### src/sv/bsds_pkg.sv
// ---------------------------------------------------------------------------
// bsds_pkg
// shared types and constants for the direct biot-savart summation core
// ---------------------------------------------------------------------------
package bsds_pkg;

	// round(2^32 / (4*pi))
	localparam logic [28:0] K_INV4PI = 29'h145F306E;

	// largest |r'| component lies in [2^19, 2^20)
	localparam int RP_BITS   = 20;
	localparam logic [15:0] SKIP_MAX = 16'hFFFF;

	// configuration register indexes
	localparam logic [1:0] REG_TARGET_X = 2'd0;
	localparam logic [1:0] REG_TARGET_Y = 2'd1;
	localparam logic [1:0] REG_TARGET_Z = 2'd2;

	// one classified source handed from the front to the engine
	typedef struct packed {
		logic signed [20:0] rp_x;
		logic signed [20:0] rp_y;
		logic signed [20:0] rp_z;
		logic signed [31:0] s_x;
		logic signed [31:0] s_y;
		logic signed [31:0] s_z;
		logic signed [5:0]  k;
		logic               zero;
		logic               last;
	} bsds_src_t;

endpackage

### src/sv/bsds_fifo.sv
// ---------------------------------------------------------------------------
// bsds_fifo
// short queue of classified sources between front and engine
// ---------------------------------------------------------------------------
module bsds_fifo #(
	parameter int DEPTH = 4
) (
	input  logic                clk,
	input  logic                arst_n,
	input  logic                wr_en,
	input  bsds_pkg::bsds_src_t wr_data,
	output logic                full,
	input  logic                rd_en,
	output bsds_pkg::bsds_src_t rd_data,
	output logic                empty
);
	import bsds_pkg::*;

	localparam int PW = (DEPTH > 1) ? $clog2(DEPTH) : 1;

	bsds_src_t     mem [0:DEPTH-1];
	logic [PW-1:0] wp_q, rp_q;
	logic [PW:0]   cnt_q;

	assign full    = (cnt_q == (PW + 1)'(DEPTH));
	assign empty   = (cnt_q == '0);
	assign rd_data = mem[rp_q];

	always_ff @(posedge clk) begin
		if (wr_en) mem[wp_q] <= wr_data;
	end

	always_ff @(posedge clk or negedge arst_n) begin
		if (!arst_n) begin
			wp_q  <= '0;
			rp_q  <= '0;
			cnt_q <= '0;
		end else begin
			if (wr_en) wp_q <= (wp_q == PW'(DEPTH - 1)) ? '0 : wp_q + 1'b1;
			if (rd_en) rp_q <= (rp_q == PW'(DEPTH - 1)) ? '0 : rp_q + 1'b1;
			if (wr_en && !rd_en)      cnt_q <= cnt_q + 1'b1;
			else if (!wr_en && rd_en) cnt_q <= cnt_q - 1'b1;
		end
	end

endmodule

### config.mk
export PLATFORM = sky130hd
export DESIGN_NAME = bsds_fifo
export DESIGN_NICKNAME = d
export VERILOG_FILES = /design/src/sv/bsds_pkg.sv /design/src/sv/bsds_fifo.sv
export SDC_FILE = /design/constraint.sdc
export NUM_CORES = 1
export LEC_CHECK = 0
export ABC_CLOCK_PERIOD_IN_PS = 7090
export BUFFER_PORTS_ARGS = -buffer_cell sky130_fd_sc_hd__buf_2
export CAP_MARGIN = 20
export CORE_ASPECT_RATIO = 1.5
export CORE_MARGIN = 5
export CORE_UTILIZATION = 47
export CTS_CLUSTER_DIAMETER = 150
export DETAILED_ROUTE_END_ITERATION = 6
export PLACE_DENSITY = 0.73
export SYNTH_ARGS = -nofsm -noshare
export SYNTH_HDL_FRONTEND = slang
export SYNTH_SLANG_ARGS = --single-unit
### constraint.sdc
create_clock -name clk -period 7.09 [get_ports clk]
set_clock_uncertainty 0.1 [all_clocks]
set_input_delay 0.709 -clock clk [delete_from_list [all_inputs] [get_ports clk]]
set_output_delay 0.709 -clock clk [all_outputs]
set_load 0.01 [all_outputs]
== Word-level counts from Yosys, hierarchy flattened ==
Memories as Yosys holds them, arrays and structs flattened.
Index checks and enable logic that the tools add are counted.
Storage, ports and cells
  bits of input ports: 171
  memories kept: 1
  word-level logic and storage cells: 23
  flip-flop bits (word level): 7
  memory bits (writable): 668
Cells by class
  eq/ne operators: 3
  multiplexer cells: 6
  reduce and logical (&&, ||, !) cells: 6
  add/sub/neg operators: 4
Memory list
  mem: depth 4, bits a word 167, read ports 1, clocked after memory_dff 0, wr ports 1, line bsds_fifo.sv:21  | bsds_src_t mem [0:DEPTH-1];
Operator list (number)
  3-bit two-way mux: 2
  2-bit by 1-bit adder with 2-bit output (second input constant): 2
  2-bit equality test (second input constant): 2
  2-bit two-way mux: 2
  3-bit by 1-bit adder with 3-bit output (second input constant): 1
  3-bit equality test (second input constant): 1
  3-bit logical NOT: 1
  3-bit by 1-bit subtractor with 3-bit output (second input constant): 1
  1-bit logical AND: 2
  1-bit logical NOT: 2
  1-bit two-way mux: 2
  2-bit nonzero test: 1

== Longest topological paths before layout ==
Gate-level depths: netlist of the first run.
  word-level depth: 4
  gate-level depth with buffers: 7

== Least setup slack after synthesis of the first run ==
Ideal clock, no wire load.
  kind: input to register
  start: in wr_en
  end: mem mem[2][0] in the netlist's numbering, enable pin
  buffers on the path: 0
  stages: 1
  library setup time: 546 ps
  path slack: 1932 ps
  arrival time: 4511 ps
  cells stage by stage: and2_1
Between the ends
  cells in the longest elaborated chain, start to end: 2
RTL lines
  start, declared: line bsds_fifo.sv:10  | input logic wr_en,
  1-bit two-way mux: line bsds_fifo.sv:30  | if (wr_en) mem[wp_q] <= wr_data;
  1-bit two-way mux (implied by the code): line bsds_fifo.sv:30
  end, declared: line bsds_fifo.sv:21
Every way passes these cells.

==> summary.md, run 1 <==
| Metric | Value |
|---|---|
| DR DRC count | 0 |
| Met1 Use GR | 20.0% |
| Worst setup EP type | output pin |
| Max stage delay cell, worst path | dfrtp_4 |
| Max cap viols | 0 |
| Max Fclk | 0.262 GHz |
| Crit-path cells | buf_12, mux4_2, buf_2 |
| Clock group share of total power | 26.6% |
| Synth top area cells | edfxtp_1 (82%), mux4_2 (15%), dfrtp_1 (0.71%) |
| Ports | 340 |
| Largest net degree at the start of global routing | 115 |
| Total CTS buffers | 58 |
| Share of cells above drive strength 1 | 45.7% |
| Area growth syn-to-layout | 17.7% |
| Initial Util | 47.4% |
| Slew HR | 15.4% |
| Pre-CTS WS | 3.94 ns |
| PostCTS Resize Cnt | 0 |
| Vias in the first global route | 11663 |
| Worst skew pair latency | 0.61 ns |
| Instance count on the critical path | 3 |
| CP bufs+invs | 2 |
| Part of the power in combinational logic | 27.6% |
| Core ar. | 0.0517 mm2 |
| Slew Limit Fails | 0 |
| Crit-path max FO | 113 |
| Vias after detailed routing | 10772 |
| Leakage | 9.71 nW |
| Congestion Overflow GR | 0 |
| Status | finished clean |
| Top cell type's share of synthesized area | 81.9% |
| Pwr Density | 405 mW/mm2 |
| Gp weighted congestion | 0.721 |
| Overall Global Routing Usage | 16.5% |
| Initial antenna violation count | 15 |
| DRT iter0 DRCs | 551 |
| Most Used Layer, Global Route | met2 |
| Yosys Warn Count | 0 |
| Tmin final | 3.82 ns |
| Sum Neg Setup Slack | 0 ns |
| Critical Path AT | 3.01 ns |
| Worst-Margin Slew | 1.27 ns |
| Top delay family on crit path | flip-flops |
| Worst r2r path cells | 4 |
| Hold path depth | 1 |
| Vias per inst | 5.34 |
| Slowest stage delay, CP | 0.98 ns |
| Vert. Die Dim | 290 um |
| Post-synth top area cell | edfxtp_1 |
| Wirelength, routed | 47400 um |
| Yosys cell types | 18 |
| Clock sinks | 675 |
| First-pass GRT wire length | 70900 um |
| TritonRoute pass-1 iters | 4 |
| RSZ-0062 raised after global routing | no |
| H-tree depth | 2 |
| Hold Fails Final Rpt | 0 |
| Clock Root Buffer | clkbuf_16 |
| Post-synthesis net count | 1088 |
| Final period utilization | 53.9% |
| Clock tree buffer depth | 3 |
| Final setup viols | 0 |
| Met2 Use GR | 28.1% |
| Psw | 3.32 mW |
| Seq/Total Area, Yosys | 82.6% |
| Die area | 0.0569 mm2 |
| DP HPWL | 28500 um |
| Met3 Usage GRT | 4.58% |
| Syn Inst Count | 910 |
| Reg clk slew, reported paths | 0.06 ns |
| Seq pwr share | 45.8% |
| Row cnt | 102 |
| Kind of critical path | flip-flop to output pin |
| Critical Path RT | 6.28 ns |
| Die Span X | 196 um |
| Avg WL per Cell | 23.5 um |
| P_int | 8.36 mW |
| Nets | 1461 |
| Synth Register Bits | 675 |
| Mapped cell area | 0.0245 mm2 |
| Crit start category | flip-flop |
| Sw frac | 28.4% |
| Final setup margin | 3.27 ns |
| TritonCTS clock tree | done |
| Post-DRT Antenna Nets | 0 |
| Post-CTS Setup Bufs | 0 |
| Average size of a mapped cell | 26.9 um2 |
| Max rail drop VDD | 0.433 mV |
| Worst min path class | primary input to flip-flop |
| IO buf count | 339 |
-- power groups by stage --
stage	Sequential, mW	Clock (mW)	Combinational [mW]
after floorplan	5.39	0	2.20
after global placement	5.40	0	3.30
after detailed placement	5.44	0	3.32
after CTS	5.36	3.19	3.34
after global routing	5.40	3.38	3.47
final	5.35	3.11	3.22
-- worst register-to-register path, stage by stage, from the launching register on --
cell and delay [ns]:
dfrtp_1 0.42, inv_1 0.11, ha_1 0.15, and2_4 0.60, buf_4 0.85
-- state kept, by name, indices dropped and copies added (netlist names) --
name,count
wp_q,2
cnt_q,3
mem,668
rp_q,2
-- cells in the final DEF, fill, tap and decap left out, types with 2 or more instances in the layout --
master | netlist | routed
diode_2 | 0 | 13
ha_1 | 6 | 6
clkbuf_16 | 0 | 59
and2_4 | 0 | 4
inv_6 | 0 | 3
nand2_1 | 2 | 2
clkinv_1 | 0 | 14
o21ai_0 | 2 | 2
bufinv_16 | 0 | 7
clkinvlp_4 | 0 | 3
edfxtp_1 | 668 | 668
xor2_1 | 2 | 2
clkinv_2 | 0 | 9
mux2_2 | 3 | 3
nor2_1 | 3 | 3
dfrtp_1 | 7 | 5
dfrtp_4 | 0 | 2
buf_4 | 0 | 7
clkbuf_1 | 5 | 10
buf_2 | 19 | 339
mux4_2 | 167 | 167
inv_1 | 4 | 4
buf_12 | 0 | 4
-- kinds of logic after synthesis --
logic type | synth area share (%)
and+or+nand+nor | 0.230
buffers and inverters | 1.17
xor gates and xnor gates | 0.107
DFF | 82.6
AOI/OAI and AO/OA | 0.0409
muxes | 15.5
adders and majority gates | 0.388
-- path summary, 6_finish.rpt --
| kind | from | to | slack (ns) |
|---|---|---|---|
| max reg2reg | wp_q[1] | mem[1][65] | 4.33 |
| min in group asynchronous | arst_n | cnt_q[0] | 0.36 |
| min | wr_data[143] | mem[2][143] | 0.21 |
| max in group asynchronous | arst_n | rp_q[0] | 6.36 |
| max | rp_q[1] | rd_data[87] | 3.27 |
| min reg2reg | cnt_q[2] | cnt_q[2] | 0.41 |
-- cell type report --
class	count	area [um2]
Clock inverter	36	357
Tap cell	676	846
Fill cell	3827	22800
Sequential cell	675	20200
Inverter	4	15.0
Timing Repair Buffer	351	1840
Multi-Input combinational cell	193	3990
Clock buffer	69	1510
Antenna cell	13	32.5
-- synth_stat cells, drive strengths merged --
library cell  instances
dfrtp                 7
buf                  33
fa                    1
xnor2                 1
xor2                  2
and2                  4
mux2                  3
nor3                  1
mux4                167
nor2                  3
o21ai                 2
nand2                 2
inv                   4
edfxtp              668
nor3b                 1
clkbuf                5
ha                    6
-- routing by layer --
layer  wire length (um)  share of wire, %
met1              17100                36
met2              25200                53
met3               3390               7.1
met4               1720               3.6
met5                 41             0.086
-- repair_timing --
action / in CTS / in global routing
endpoints found under the setup margin: 0 / 0
hold buffers: 1 / 0
hold endpoints to repair: 7 / 0
-- per-stage QoR --
step / hold slack (ns) / total power [mW] / cell area (um2) / instances / util [%]
after floorplan: 0.313 / 7.60 / 24500 / 910 / -
after global placement: 0.374 / 8.70 / 26900 / 1898 / 52.1
after detailed placement: 0.394 / 8.76 / 26900 / 1898 / 52.1
after CTS: 0.169 / 11.9 / 28800 / 2004 / 55.7
after global routing: 0.180 / 12.2 / 28800 / 2013 / 55.8
final: 0.207 / 11.7 / 28800 / 2017 / 55.8
(Power assumes the default switching activity.)
==> inputs of run 2 (changes only) <==
ABC_CLOCK_PERIOD_IN_PS = 3670   (was 7090)
clock period = 3.67 ns   (was 7.09 ns; I/O delays follow)
==> run 2 against run 1 <==
  * Die area unchanged
  * First-iteration DRC count decreased by 5.4%
  * Setup slack lost 2.6 ns
  * Total power increased by 100%
  * Largest power group unchanged
==> summary.md, run 2 (same netlist as run 1, synthesis figures left out) <==
| Metric | Value |
|---|---|
| Ports | 340 (unchanged) |
| Critical Path AT | 2.56 ns (-0.45 ns) |
| Die Span X | 196 um (unchanged) |
| Total CTS buffers | 58 (unchanged) |
| PostCTS Resize Cnt | 0 (unchanged) |
| Max rail drop VDD | 0.535 mV (+24%) |
| Placed Cells | 1918 (+1.1%) |
| Most flop-heavy register | mem |
| Max Fclk | 0.330 GHz |
| Max cap viols | 0 (unchanged) |
| Largest net degree at the start of global routing | 81 (-30%) |
| Max reg flops | 668 (unchanged) |
| Kind of critical path | flip-flop to output pin |
| Worst min path class | primary input to async pin |
| Post-Layout Cell Count | 2204 (+9.3%) |
| Initial Util | 47.4% (unchanged) |
| Wirelength, routed | 50900 um (+7.4%) |
| Row cnt | 102 (unchanged) |
| Vert. Die Dim | 290 um (unchanged) |
| DP HPWL | 31000 um (+8.7%) |
| Gp weighted congestion | 0.761 (+5.5%) |
| Crit-path cells | buf_4, mux4_2, buf_2 |
| IO buf count | 339 (unchanged) |
| Worst r2r path cells | 4 (unchanged) |
| Pwr Density | 755 mW/mm2 (+86%) |
| Commonest non-fill, non-tap cell in the layout | edfxtp_1 |
| DRT iter0 DRCs | 521 (-5.4%) |
| Sum Neg Setup Slack | 0 ns (unchanged) |
| Top delay family on crit path | flip-flops |
| Critical Path RT | 3.20 ns (-3.08 ns) |
| Area growth syn-to-layout | 26.4% |
| Clock sinks | 675 (unchanged) |
| Final setup viols | 0 (unchanged) |
| H-tree depth | 2 (unchanged) |
| Fin area | 0.0310 mm2 (+7.4%) |
| R2r setup slk | 1.47 ns (-2.86 ns) |
| Vias in the first global route | 12868 (+10%) |
| Pre-CTS WS | 1.22 ns (-2.72 ns) |
| Slew HR | 45.3% (+30 points) |
| RR Endpoint | mem[1][17] |
| Crit-path max FO | 43 (-62%) |
| Share of cells above drive strength 1 | 41.6% (-4.1 points) |
| Dpl cell area | 0.0272 mm2 (+1.1%) |
| CP bufs+invs | 2 (unchanged) |
| Slew Limit Fails | 0 (unchanged) |
| Nets | 1650 (+13%) |
| Tmin final | 3.03 ns |
| Reg clk slew, reported paths | 0.07 ns (about the same) |
| Leakage | 10.6 nW (+9.5%) |
| Fillers | 3571 (-6.7%) |
| Worst skew pair latency | 0.60 ns (about the same) |
| Post-DRT Antenna Nets | 0 (unchanged) |
| Overall Global Routing Usage | 17.9% (+1.4 points) |
| Worst-Margin Slew | 0.820 ns (-0.448 ns) |
| CTS Hold Bufs | 170 (+169) |
| Clock Root Buffer | clkbuf_16 |
| Avg WL per Cell | 23.1 um (-1.7%) |
| Die area | 0.0569 mm2 (unchanged) |
| Initial antenna violation count | 7 (-8) |
| Total Power | 23.4 mW (+100%) |
| Slowest stage delay, CP | 0.94 ns (-0.04 ns) |
| Max stage delay cell, worst path | dfrtp_4 |
| Core Util, Final | 59.9% (+4.1 points) |
| Clock tree buffer depth | 3 (unchanged) |
| Vias after detailed routing | 11602 (+7.7%) |
| Worst setup EP type | output pin |
| TritonCTS clock tree | done |
| Status | finished clean |
| Most frequent cells in the layout | edfxtp_1 (668), buf_2 (339), dlygate4sd3_1 (170) |
| Congestion Overflow GR | 0 (unchanged) |
| Vias per inst | 5.26 (-1.4%) |
| Reg2reg start | wp_q[1] |
| DR DRC count | 0 (unchanged) |
| Final period utilization | 82.5% |
| Final setup margin | 0.643 ns (-2.62 ns) |
| TritonRoute pass-1 iters | 4 (unchanged) |
| Crit start category | flip-flop |
| RSZ-0062 raised after global routing | no |
| Top flop regs | mem x668, cnt_q x3 |
| Final Hold Slack | 0.0617 ns (-0.145 ns) |
| Hold Fails Final Rpt | 0 (unchanged) |
| Post-CTS Setup Bufs | 0 (unchanged) |
| Core ar. | 0.0517 mm2 (unchanged) |
| First-pass GRT wire length | 77200 um (+8.8%) |
-- run 2: changes by cell type in the layout (fill, tap and decap cells not counted) --
cell	delta
diode_2	-6
buf_12	+12
dlygate4sd3_1	+169
inv_6	-3
clkbuf_16	+2
clkinv_1	-1
clkinv_4	+1
clkbuf_1	-1
clkinv_2	+2
bufinv_16	+4
buf_4	+8
-- run 2: worst max-delay path by stage --
stage / slack [ns] / to / start / cells after the start
floorplan: 0.46 / mem[2][0] / wp_q[0] / 3
global placement: 1.23 / rd_data[17] / rp_q[1] / 3
detailed placement: 1.22 / rd_data[17] / rp_q[1] / 3
CTS: 0.53 / rd_data[17] / rp_q[1] / 3
global route: 0.53 / rd_data[17] / rp_q[1] / 3
finish: 0.64 / rd_data[17] / rp_q[1] / 3
-- run 2: per-layer routing --
metal  track usage (%)  part of all wire [%]  vias up
met5                 0                 0.026        -
met4              7.56                   4.5        2
met3              4.05                   5.9      125
met2              31.1                    53      386
met1              21.6                    37     6012
li1                  -                     -     5077
-- run 2: power breakdown --
group | total (mW) | internal, mW | switching, mW
clock network | 6.39 | 3.79 | 2.60
registers | 10.3 | 9.86 | 0.398
logic | 6.72 | 3.12 | 3.59
-- run 2: area by class of cell --
type                            count  area [um2]  share of cell area (%)
Sequential cell                   675       20200                    65.4
Multi-Input combinational cell    193        3990                    12.9
Timing Repair Buffer              540        3830                    12.4
Clock buffer                       70        1560                    5.04
Tap cell                          676         846                    2.73
Clock inverter                     39         465                    1.50
Antenna cell                        7        17.5                  0.0566
Inverter                            4        15.0                  0.0485
