### src/sv/bsds_pkg.sv
// ---------------------------------------------------------------------------
// bsds_pkg
// shared types and constants for the direct biot-savart summation core
// ---------------------------------------------------------------------------
package bsds_pkg;

	// round(2^32 / (4*pi))
	localparam logic [28:0] K_INV4PI = 29'h145F306E;

	// largest |r'| component lies in [2^19, 2^20)
	localparam int RP_BITS   = 20;
	localparam logic [15:0] SKIP_MAX = 16'hFFFF;

	// configuration register indexes
	localparam logic [1:0] REG_TARGET_X = 2'd0;
	localparam logic [1:0] REG_TARGET_Y = 2'd1;
	localparam logic [1:0] REG_TARGET_Z = 2'd2;

	// one classified source handed from the front to the engine
	typedef struct packed {
		logic signed [20:0] rp_x;
		logic signed [20:0] rp_y;
		logic signed [20:0] rp_z;
		logic signed [31:0] s_x;
		logic signed [31:0] s_y;
		logic signed [31:0] s_z;
		logic signed [5:0]  k;
		logic               zero;
		logic               last;
	} bsds_src_t;

endpackage

### src/sv/bsds_front.sv
// ---------------------------------------------------------------------------
// bsds_front
// forms r = target - source, classifies zero distance and normalizes r
// ---------------------------------------------------------------------------
module bsds_front (
	input  logic                clk,
	input  logic                arst_n,
	input  logic [31:0]         target_x,
	input  logic [31:0]         target_y,
	input  logic [31:0]         target_z,
	input  logic                in_valid,
	output logic                in_ready,
	input  logic [31:0]         src_x,
	input  logic [31:0]         src_y,
	input  logic [31:0]         src_z,
	input  logic [31:0]         strength_x,
	input  logic [31:0]         strength_y,
	input  logic [31:0]         strength_z,
	input  logic                last_source,
	output logic                push,
	output bsds_pkg::bsds_src_t push_data,
	input  logic                full
);
	import bsds_pkg::*;

	logic [31:0] tgt [0:2];
	logic [31:0] src [0:2];
	logic [31:0] str [0:2];

	logic               en;
	logic               v_s1, v_s2, v_s3;
	logic signed [32:0] r_s1 [0:2];
	logic [31:0]        str_s1 [0:2];
	logic               last_s1;
	logic [32:0]        a_s2 [0:2];
	logic               neg_s2 [0:2];
	logic [31:0]        str_s2 [0:2];
	logic               last_s2;
	logic [32:0]        a_s3 [0:2];
	logic               neg_s3 [0:2];
	logic [31:0]        str_s3 [0:2];
	logic               last_s3;
	logic [5:0]         b_s3;

	logic [32:0]        m;
	logic [5:0]         blen;
	logic signed [5:0]  k;
	logic [32:0]        shv [0:2];
	logic signed [20:0] rp [0:2];

	assign tgt[0] = target_x;
	assign tgt[1] = target_y;
	assign tgt[2] = target_z;
	assign src[0] = src_x;
	assign src[1] = src_y;
	assign src[2] = src_z;
	assign str[0] = strength_x;
	assign str[1] = strength_y;
	assign str[2] = strength_z;

	assign en       = !v_s3 || !full;
	assign in_ready = en;
	assign push     = v_s3 && !full;

	always_ff @(posedge clk or negedge arst_n) begin
		if (!arst_n) begin
			v_s1 <= 1'b0;
			v_s2 <= 1'b0;
			v_s3 <= 1'b0;
		end else if (en) begin
			v_s1 <= in_valid;
			v_s2 <= v_s1;
			v_s3 <= v_s2;
		end
	end

	always_ff @(posedge clk) begin
		if (en) begin
			for (int i = 0; i < 3; i++) begin
				r_s1[i]   <= $signed({tgt[i][31], tgt[i]}) - $signed({src[i][31], src[i]});
				str_s1[i] <= str[i];
				a_s2[i]   <= r_s1[i][32] ? 33'(-r_s1[i]) : 33'(r_s1[i]);
				neg_s2[i] <= r_s1[i][32];
				str_s2[i] <= str_s1[i];
				a_s3[i]   <= a_s2[i];
				neg_s3[i] <= neg_s2[i];
				str_s3[i] <= str_s2[i];
			end
			last_s1 <= last_source;
			last_s2 <= last_s1;
			last_s3 <= last_s2;
			b_s3    <= blen;
		end
	end

	// largest magnitude and its bit length
	always_comb begin
		m = a_s2[0];
		if (a_s2[1] > m) m = a_s2[1];
		if (a_s2[2] > m) m = a_s2[2];
		blen = '0;
		for (int i = 0; i < 33; i++) begin
			if (m[i]) blen = 6'(i + 1);
		end
	end

	// shift so the largest component has RP_BITS bits
	always_comb begin
		k = $signed(b_s3 - 6'(RP_BITS));
		for (int i = 0; i < 3; i++) begin
			if (!k[5]) shv[i] = a_s3[i] >> k;
			else       shv[i] = a_s3[i] << 6'(-k);
			rp[i] = neg_s3[i] ? -$signed({1'b0, shv[i][RP_BITS-1:0]})
			                  :  $signed({1'b0, shv[i][RP_BITS-1:0]});
		end
	end

	always_comb begin
		push_data.rp_x = rp[0];
		push_data.rp_y = rp[1];
		push_data.rp_z = rp[2];
		push_data.s_x  = $signed(str_s3[0]);
		push_data.s_y  = $signed(str_s3[1]);
		push_data.s_z  = $signed(str_s3[2]);
		push_data.k    = k;
		push_data.zero = (b_s3 == 6'd0);
		push_data.last = last_s3;
	end

endmodule

### config.mk
export PLATFORM = sky130hd
export DESIGN_NAME = bsds_front
export DESIGN_NICKNAME = d
export VERILOG_FILES = /design/src/sv/bsds_pkg.sv /design/src/sv/bsds_front.sv
export SDC_FILE = /design/constraint.sdc
export NUM_CORES = 1
export LEC_CHECK = 0
export ABC_AREA = 1
export BUFFER_PORTS_ARGS = -buffer_cell sky130_fd_sc_hd__buf_2
export CAP_MARGIN = 40
export CELL_PAD_IN_SITES_DETAIL_PLACEMENT = 0
export CELL_PAD_IN_SITES_GLOBAL_PLACEMENT = 1
export CORE_AREA = 2 2 286 288
export CTS_CLUSTER_SIZE = 25
export DETAILED_ROUTE_END_ITERATION = 7
export DIE_AREA = 0 0 288 290
export PLACE_DENSITY_LB_ADDON = 0.1
export SKIP_LAST_GASP = 1
export SLEW_MARGIN = 5
export SYNTH_ARGS = -nofsm -noshare
export SYNTH_HDL_FRONTEND = slang
export SYNTH_SLANG_ARGS = --single-unit
### constraint.sdc
create_clock -name clk -period 26.1 [get_ports clk]
set_input_delay 5.22 -clock clk [delete_from_list [all_inputs] [get_ports clk]]
set_output_delay 5.22 -clock clk [all_outputs]
set_load 0.01 [all_outputs]
=== Yosys cells after proc, flatten, opt, wreduce, memory -nomap -nowiden ===
Memories as Yosys holds them, arrays and structs flattened.
Index checks and enable logic that the tools add are counted.

* Shift operators: 6
* Reduce and logical (&&, ||, !) cells: 6
* Mux-type cells: 45
* Magnitude comparators: 2
* $add $sub $neg: 11

{| class="wikitable"
|+ Operators with widths
! cell !! number
|-
| 6-bit 2-to-1 mux || 30
|-
| 33-bit 2-to-1 mux || 5
|-
| 33-bit negation || 3
|-
| 33-bit by 6-bit << shifter with 20-bit output || 3
|-
| 33-bit by 6-bit right shift with 20-bit output || 3
|-
| 32-bit by 32-bit subtractor with 33-bit output || 3
|-
| 33-bit > comparator || 2
|-
| 21-bit 2-to-1 mux || 3
|-
| 20-bit negation with 21-bit output || 3
|-
| 20-bit 2-to-1 mux || 3
|-
| 6-bit logical NOT || 1
|-
| 6-bit negation || 1
|-
| 6-bit by 5-bit subtractor with 6-bit output, second input constant || 1
|-
| 1-bit 2-to-1 mux || 4
|-
| 1-bit logical NOT || 2
|-
| 2-bit OR reduction || 1
|-
| 1-bit logical AND || 1
|-
| 1-bit logical OR || 1
|}

* RAM bits: 591
* Input port bits: 293
* Register bits after elaboration: 12
* Memories kept: 8
* Output and inout port bits: 169

{| class="wikitable"
|+ Memory list
! name !! depth !! width !! read ports !! clocked after Yosys merged registers in !! write ports !! RTL line !! RTL
|-
| a_s2 || 3 || 33 || 3 || 0 || 3 || bsds_front.sv:35 || <nowiki>logic [32:0] a_s2 [0:2];</nowiki>
|-
| a_s3 || 3 || 33 || 3 || 0 || 3 || bsds_front.sv:39 || <nowiki>logic [32:0] a_s3 [0:2];</nowiki>
|-
| r_s1 || 3 || 33 || 3 || 0 || 3 || bsds_front.sv:32 || <nowiki>logic signed [32:0] r_s1 [0:2];</nowiki>
|-
| str_s1 || 3 || 32 || 3 || 0 || 3 || bsds_front.sv:33 || <nowiki>logic [31:0] str_s1 [0:2];</nowiki>
|-
| str_s2 || 3 || 32 || 3 || 0 || 3 || bsds_front.sv:37 || <nowiki>logic [31:0] str_s2 [0:2];</nowiki>
|-
| str_s3 || 3 || 32 || 3 || 0 || 3 || bsds_front.sv:41 || <nowiki>logic [31:0] str_s3 [0:2];</nowiki>
|-
| +2 memories || n/a || n/a || n/a || n/a || n/a || n/a ||
|}

=== Depth between registers and ports, before layout ===
Gate-level depths: netlist of run 1.
An unclocked memory read counts as a cell.

* Depth after elaboration: 37
* Gate-level depth with buffers: 64
* Mapped depth without buffers: 62

=== Least setup slack after synthesis of run 1 ===
No wires, ideal clock.

* Path type: input -> output
* Start: in full
* End: out in_ready
* Path slack: 3014 ps
* Data required time: 20880 ps
* Cell stages on the path: 1
* Arrival: 17866 ps
* Cells stage by stage: nand2_1

* Word-level cells in the longest chain between the ends: 2

{| class="wikitable"
|+ RTL lines
! item !! RTL line !! RTL
|-
| from (decl) || bsds_front.sv:22 || <nowiki>input logic full</nowiki>
|-
| 1-bit logical NOT || bsds_front.sv:61 || <nowiki>assign en = !v_s3 || !full;</nowiki>
|-
| 1-bit logical OR || bsds_front.sv:61 ||
|-
| to (decl) || bsds_front.sv:12 || <nowiki>output logic in_ready,</nowiki>
|}

Every way passes these cells.

==> reports/metrics.yaml, run 1 <==
initial_core_util: 0.447
clock_path_buffers: 3
cts.sinks: 603
clock-root-buffer: "clkbuf_16"
r2r_start: "a_s2[0][41]"
seq_area_frac_synth: 0.505
io_buffer_count: 461
dpl.hpwl_mm: 84.9
dieArea_um2: 83500
synth_most_common_cell: "nand2_1"
grt_start_max_net_pins: 140
holdPathEnd: "str_s2[0][57]"
timing.final.max_slew_violations: 0
fmax_ghz: 0.0859
finalCritPeriodShare: 0.446
viasPerCell: 5.19
drtPass1Iterations: 5
reg2reg_depth: 55
row_count: 104
core_area_um2: 80200
cts_inserted_buffers: 68
yosysTopAreaCellShare: 0.503
synth_area_leaders: "edfxtp_1 (50%), nand2_1 (8.3%), ha_1 (6.0%)"
slew_headroom: 0.384
syn_area_um2: 35800
required_ps: 20880
routed_wl_mm: 107
synth.distinct_cells: 84
cts.clk_slew.worst_paths_ps: 60
hold_viol: 0
min-delay-start: "str_s1[0][57]"
critPathCaptureType: "output port"
grt_pass1_wl_mm: 161
antenna_found_initial: 6
drt_iter0_drc: 2096
arrival_ps: 6420
synthesis.nets: 4304
cts_setup_buffers: 0
cp-start-kind: "flip-flop"
yosys_most_used_dff: "edfxtp_1"
slowest_delay_ps: 690
yosysTopAreaCell: "edfxtp_1"
rsz0062_at_grt: "false"
postCtsHoldBufs: 0
yosysWarnings: 0
crit_chain: "buf_4, inv_6, ha_2, buf_4, nand2_2, nand2_4, inv_2, nor2_4, inv_2, nor2_2, clkinv_2, o21ai_1, nor3_2, nor2_1, a21oi_2, a21boi_2, nand2_2, nor2_2, nand2_1, xor2_1, buf_2"
synth_cells: 3836
multiInputGateArea_um2: 15500
gr-total-overflow: 0
ys_seq_elements: 603
hold_path_depth: 0
cts_max_level: 3
nets: 4727
skew_ps: 44.3
status: "finished, final reports clean"
syn2layout_area_growth_pct: 15.2
max_cap_viol_count: 0
crit_slowest_cell: "ha_2"
drcViolationCount: 0
crit_fanout: 74
ys_async_sr_fraction: 0.00498
post_cts_resize_count: 0
drive_above_1_share: 0.175
cts_tree: "done"
vias: 27900
ys_top_cells_by_count: "nand2_1 (789), edfxtp_1 (600), nor2_1 (384)"
seq_area_um2: 18100
setup_viol: 0
period_needed_ps: 11640
r2r_end: "b_s3[0]"
synth_edf_count: 600
placed_area_um2: 39100
final_area_um2: 41300
ant_nets: 0
die_h_um: 290
hp-class: "flip-flop to flip-flop"
fill_cells: 7665
grt_usage: 0.253
pin_count: 462
place.gp.congestion: 0.977
clk_latency_ps: 630
worst-setup-path-type: "flip-flop to output port"
rrSetupSlack_ps: 19570
chipWidth_um: 288
avgRoutedWirePerCell_um: 19.8
final.setup.tns_ps: 0
grt_pass1_vias: 26700
worstMarginPinSlew_ps: 915
postSynthAreaPerCell_um2: 9.34
[through the flow]
step / hold WS (ps) / cells / util / worst slack, ps
after CTS: 389 / 5374 / 0.515 / 14570
after global routing: 401 / 5379 / 0.515 / 14100
final: 403 / 5379 / 0.515 / 14460
after global placement: 400 / 5245 / 0.486 / 15080
after detailed placement: 405 / 5249 / 0.487 / 15070
after floorplan: 400 / 3836 / - / 3010
[how the worst max path moves through the flow]
stage             from              to  slack (ps)  cells past startpoint
2_1_floorplan     full        in_ready        3010                      1
3_3_place_gp      full        in_ready       15080                      3
3_5_place_dp      full        in_ready       15070                      3
4_1_cts        b_s3[2]  push_data[142]       14570                     21
5_1_grt        b_s3[2]  push_data[142]       14100                     21
6_report       b_s3[2]  push_data[142]       14460                     21
[cell families (layout without fill, tap and decap cells)]
kind of cell | Yosys count | after routing | synth area share
multiplexers | 37 | 37 | 0.0104
adder cells (fa/ha/maj) | 175 | 175 | 0.0618
AO/OA/AOI/OAI | 832 | 832 | 0.134
flip-flops | 603 | 603 | 0.505
AND/OR/NAND/NOR | 1417 | 1417 | 0.168
other | 0 | 5 | 0
XOR/XNOR | 240 | 240 | 0.0592
buffers and inverters | 532 | 1010 | 0.0615
[registers in the layout (all words and copies together), names as in the netlist, 6 cells and up]
register and count:
a_s2 99, a_s3 99, b_s3 6, r_s1 99
str_s1 96, str_s2 96, str_s3 96
[per-layer routing]
layer / routed length (um) / vias up / track usage
li1: - / 14000 / -
met1: 48000 / 13000 / 0.346
met5: 0 / - / 0
met4: 3400 / 0 / 0.0854
met2: 50500 / 724 / 0.417
met3: 4770 / 156 / 0.0287
[cell type report]
| class | instances | share of cell area |
|---|---|---|
| Antenna cell | 5 | 0.000303 |
| Clock inverter | 33 | 0.00952 |
| Tap cell | 1060 | 0.0321 |
| Clock buffer | 92 | 0.0434 |
| Multi-Input combinational cell | 2701 | 0.377 |
| Inverter | 391 | 0.0360 |
| Sequential cell | 603 | 0.439 |
| Timing Repair Buffer | 494 | 0.0635 |
[cells in the final DEF, fill, tap and decap left out, types with 8 or more instances in the layout]
cell type and n:
nand3_1 84, a22o_1 8, o31ai_1 12, clkinv_1 13, a21oi_2 13, nor4_1 14, a21oi_1 211, o21ai_0 370
xnor2_1 81, inv_2 26, o21ai_1 60, a31oi_1 15, o211ai_1 19, nor2_2 11, nand2_2 11, clkbuf_1 24
buf_4 29, nand4_1 12, ha_1 171, clkbuf_16 68, buf_2 461, o21ai_2 19, mux2i_1 36, nor2_1 384
o22ai_1 21, a211oi_1 13, edfxtp_1 600, o221ai_1 10, nor3_1 37, nand2_1 788, nor3_2 10, or2_2 22
inv_1 354, xor2_1 157, clkinv_2 12, or2_1 9
[critical path: cells and delay by family, from the launching register on]
family	cells	cell delay (ps)
DFF	1	320
buffers and inverters	7	2100
xor gates and xnor gates	1	130
adders and majority gates	1	690
and+or+nand+nor	9	1820
AOI/OAI and AO/OA	3	680
Power of run 1 is left out: the tool's default activity adds up to more than one toggle a clock period on the data nets, which glitch-free logic cannot reach.
==> inputs of run 2 (changes only) <==
- clock period: 26.1 -> 11.29 ns (I/O delays scaled with it)
==> run 2 against run 1 <==
Against the previous run:
- critical path depth stayed put
- cell area is 0.39% higher
- register-to-register slack worse by 15000 ps
- die area stayed put
- core utilization is 0.20 points higher
- first-iteration DRC count is 6.0% higher
- largest cell class unchanged
==> reports/metrics.yaml, run 2 (synthesis results as in run 1) <==
crit_fanout: 42  # -43%
required_ps: 9030  # -11850 ps
crit_slowest_cell: "ha_2"
ant_nets: 0  # unchanged
cts_tree: "done"
clock_path_buffers: 3  # unchanged
row_count: 104  # unchanged
crit_chain: "buf_4, inv_6, ha_2, buf_4, nand2_2, nand2_4, inv_2, nor2_4, inv_2, nor2_2, clkinv_2, nor2_1, nor3_4, ha_1, nand2_1, nor3_2, nand4_1, o31ai_2, a21boi_2, xnor2_1, buf_2"
drcViolationCount: 0  # unchanged
busiest_layer: "met2"
fill_cells: 7615  # -0.65%
viasPerCell: 5.19  # +0.10%
post_cts_resize_count: 0  # unchanged
cts_setup_buffers: 0  # unchanged
place_inst: 5246  # -0.057%
nets: 4723  # -0.085%
finalCritPeriodShare: 0.724
final.setup.tns_ps: 0  # unchanged
fin_cells: 5373  # -0.11%
core_area_um2: 80200  # unchanged
skew_ps: 53.4  # +9.08 ps
clk_latency_ps: 630  # about the same
cts_max_level: 3  # unchanged
grtUsageMet3: 0.0292  # +0.000550
chipWidth_um: 288  # unchanged
critPathCaptureType: "output port"
syn2layout_area_growth_pct: 15.6
slew_headroom: 0.378  # -0.00604
dpl.hpwl_mm: 84.7  # -0.22%
max_cap_viol_count: 0  # unchanged
worstMarginPinSlew_ps: 934  # +18.7 ps
grt_usage: 0.252  # -0.00125
routed_wl_mm: 106  # -0.31%
period_needed_ps: 8170
fmax_ghz: 0.122
slowest_delay_ps: 670  # -20 ps
clock-root-buffer: "clkbuf_16"
place.gp.congestion: 0.947  # -3.1%
pin_count: 462  # unchanged
antenna_found_initial: 7  # +1
status: "finished, final reports clean"
top_regs: "a_s2: 99 flops, a_s3: 99 flops, r_s1: 99 flops"
rsz0062_at_grt: "false"
worst-setup-path-type: "flip-flop to output port"
layout_common_cells: "nand2_1 (788), edfxtp_1 (600), buf_2 (461), nor2_1 (384), o21ai_0 (370)"
arrival_ps: 5910  # -510 ps
die_h_um: 290  # unchanged
timing.final.max_slew_violations: 0  # unchanged
final_common_cell: "nand2_1"
grt_start_max_net_pins: 164  # +17%
grtUsageMet1: 0.347  # about the same
cts_inserted_buffers: 67  # -1.5%
cp-start-kind: "flip-flop"
cts.clk_slew.worst_paths_ps: 60  # about the same
postCtsHoldBufs: 0  # unchanged
hp-class: "flip-flop to flip-flop"
grt_pass1_wl_mm: 160  # -0.22%
gr-total-overflow: 0  # unchanged
use_met2: 0.420  # +0.00387
io_buffer_count: 461  # unchanged
vias: 27900  # -0.0072%
dieArea_um2: 83500  # unchanged
cts.sinks: 603  # unchanged
hold_viol: 0  # unchanged
avgRoutedWirePerCell_um: 19.8  # -0.20%
grt_pass1_vias: 26600  # -0.19%
initial_core_util: 0.447  # unchanged
drt_iter0_drc: 2221  # +6.0%
drtPass1Iterations: 6  # +1
drive_above_1_share: 0.176  # +0.000748
setup_viol: 0  # unchanged
-- run 2: cell count changes in the layout (fill, tap and decap cells not counted), moves of 2 or more --
cell and change:
clkinv_2 -3, bufinv_16 +8, clkinv_4 +2, clkinv_1 +4
inv_6 +2, clkbuf_1 -13, buf_4 -3, clkinvlp_4 -2
-- run 2: worst paths after layout --
check | startpoint | end | slack [ps] | depth (start not counted)
max | b_s3[2] | push_data[120] | 3120 | 21
min | str_s2[0][36] | str_s3[0][36] | 390 | 0
max reg2reg | a_s2[0][47] | b_s3[0] | 4980 | 54
min reg2reg | str_s2[0][36] | str_s3[0][36] | 390 | 0
max in group asynchronous | arst_n | v_s1 | 9760 | 1
min in group asynchronous | arst_n | v_s2 | 1420 | 1
-- run 2: cell type report --
class	instances	area (um^2)	share of cell area
inverters	391	1490	0.0359
flip-flops and latches	603	18100	0.437
diodes	6	15.0	0.000363
clock buffers	78	1720	0.0415
well taps	1060	1330	0.0320
repair buffers	491	2600	0.0627
multi-input cells	2701	15500	0.375
clock inverters	43	637	0.0154
-- run 2: layer usage --
layer	up-vias	routed length (um)
li1	14000	-
met1	13000	47900
met2	765	50800
met3	150	4980
met4	0	2740
met5	-	0
-- run 2: worst max-delay path, delay by kind of cell, from the launching register on --
kind | cells | cell delay (ps)
fa+ha+maj | 2 | 890
compound gates | 2 | 360
flops | 1 | 320
xor+xnor | 1 | 160
simple gates | 9 | 1830
buf+inv | 7 | 1690
-- run 2: through the flow --
stage,setup slack (ps),util,hold slack [ps],instance area (um^2)
2_1_floorplan,2790,-,400,35800
3_3_place_gp,3900,0.486,400,39000
3_5_place_dp,3780,0.487,405,39000
4_1_cts,3120,0.517,382,41400
5_1_grt,2680,0.517,390,41400
6_report,3120,0.517,388,41400
Power of run 2 is left out for the same reason.
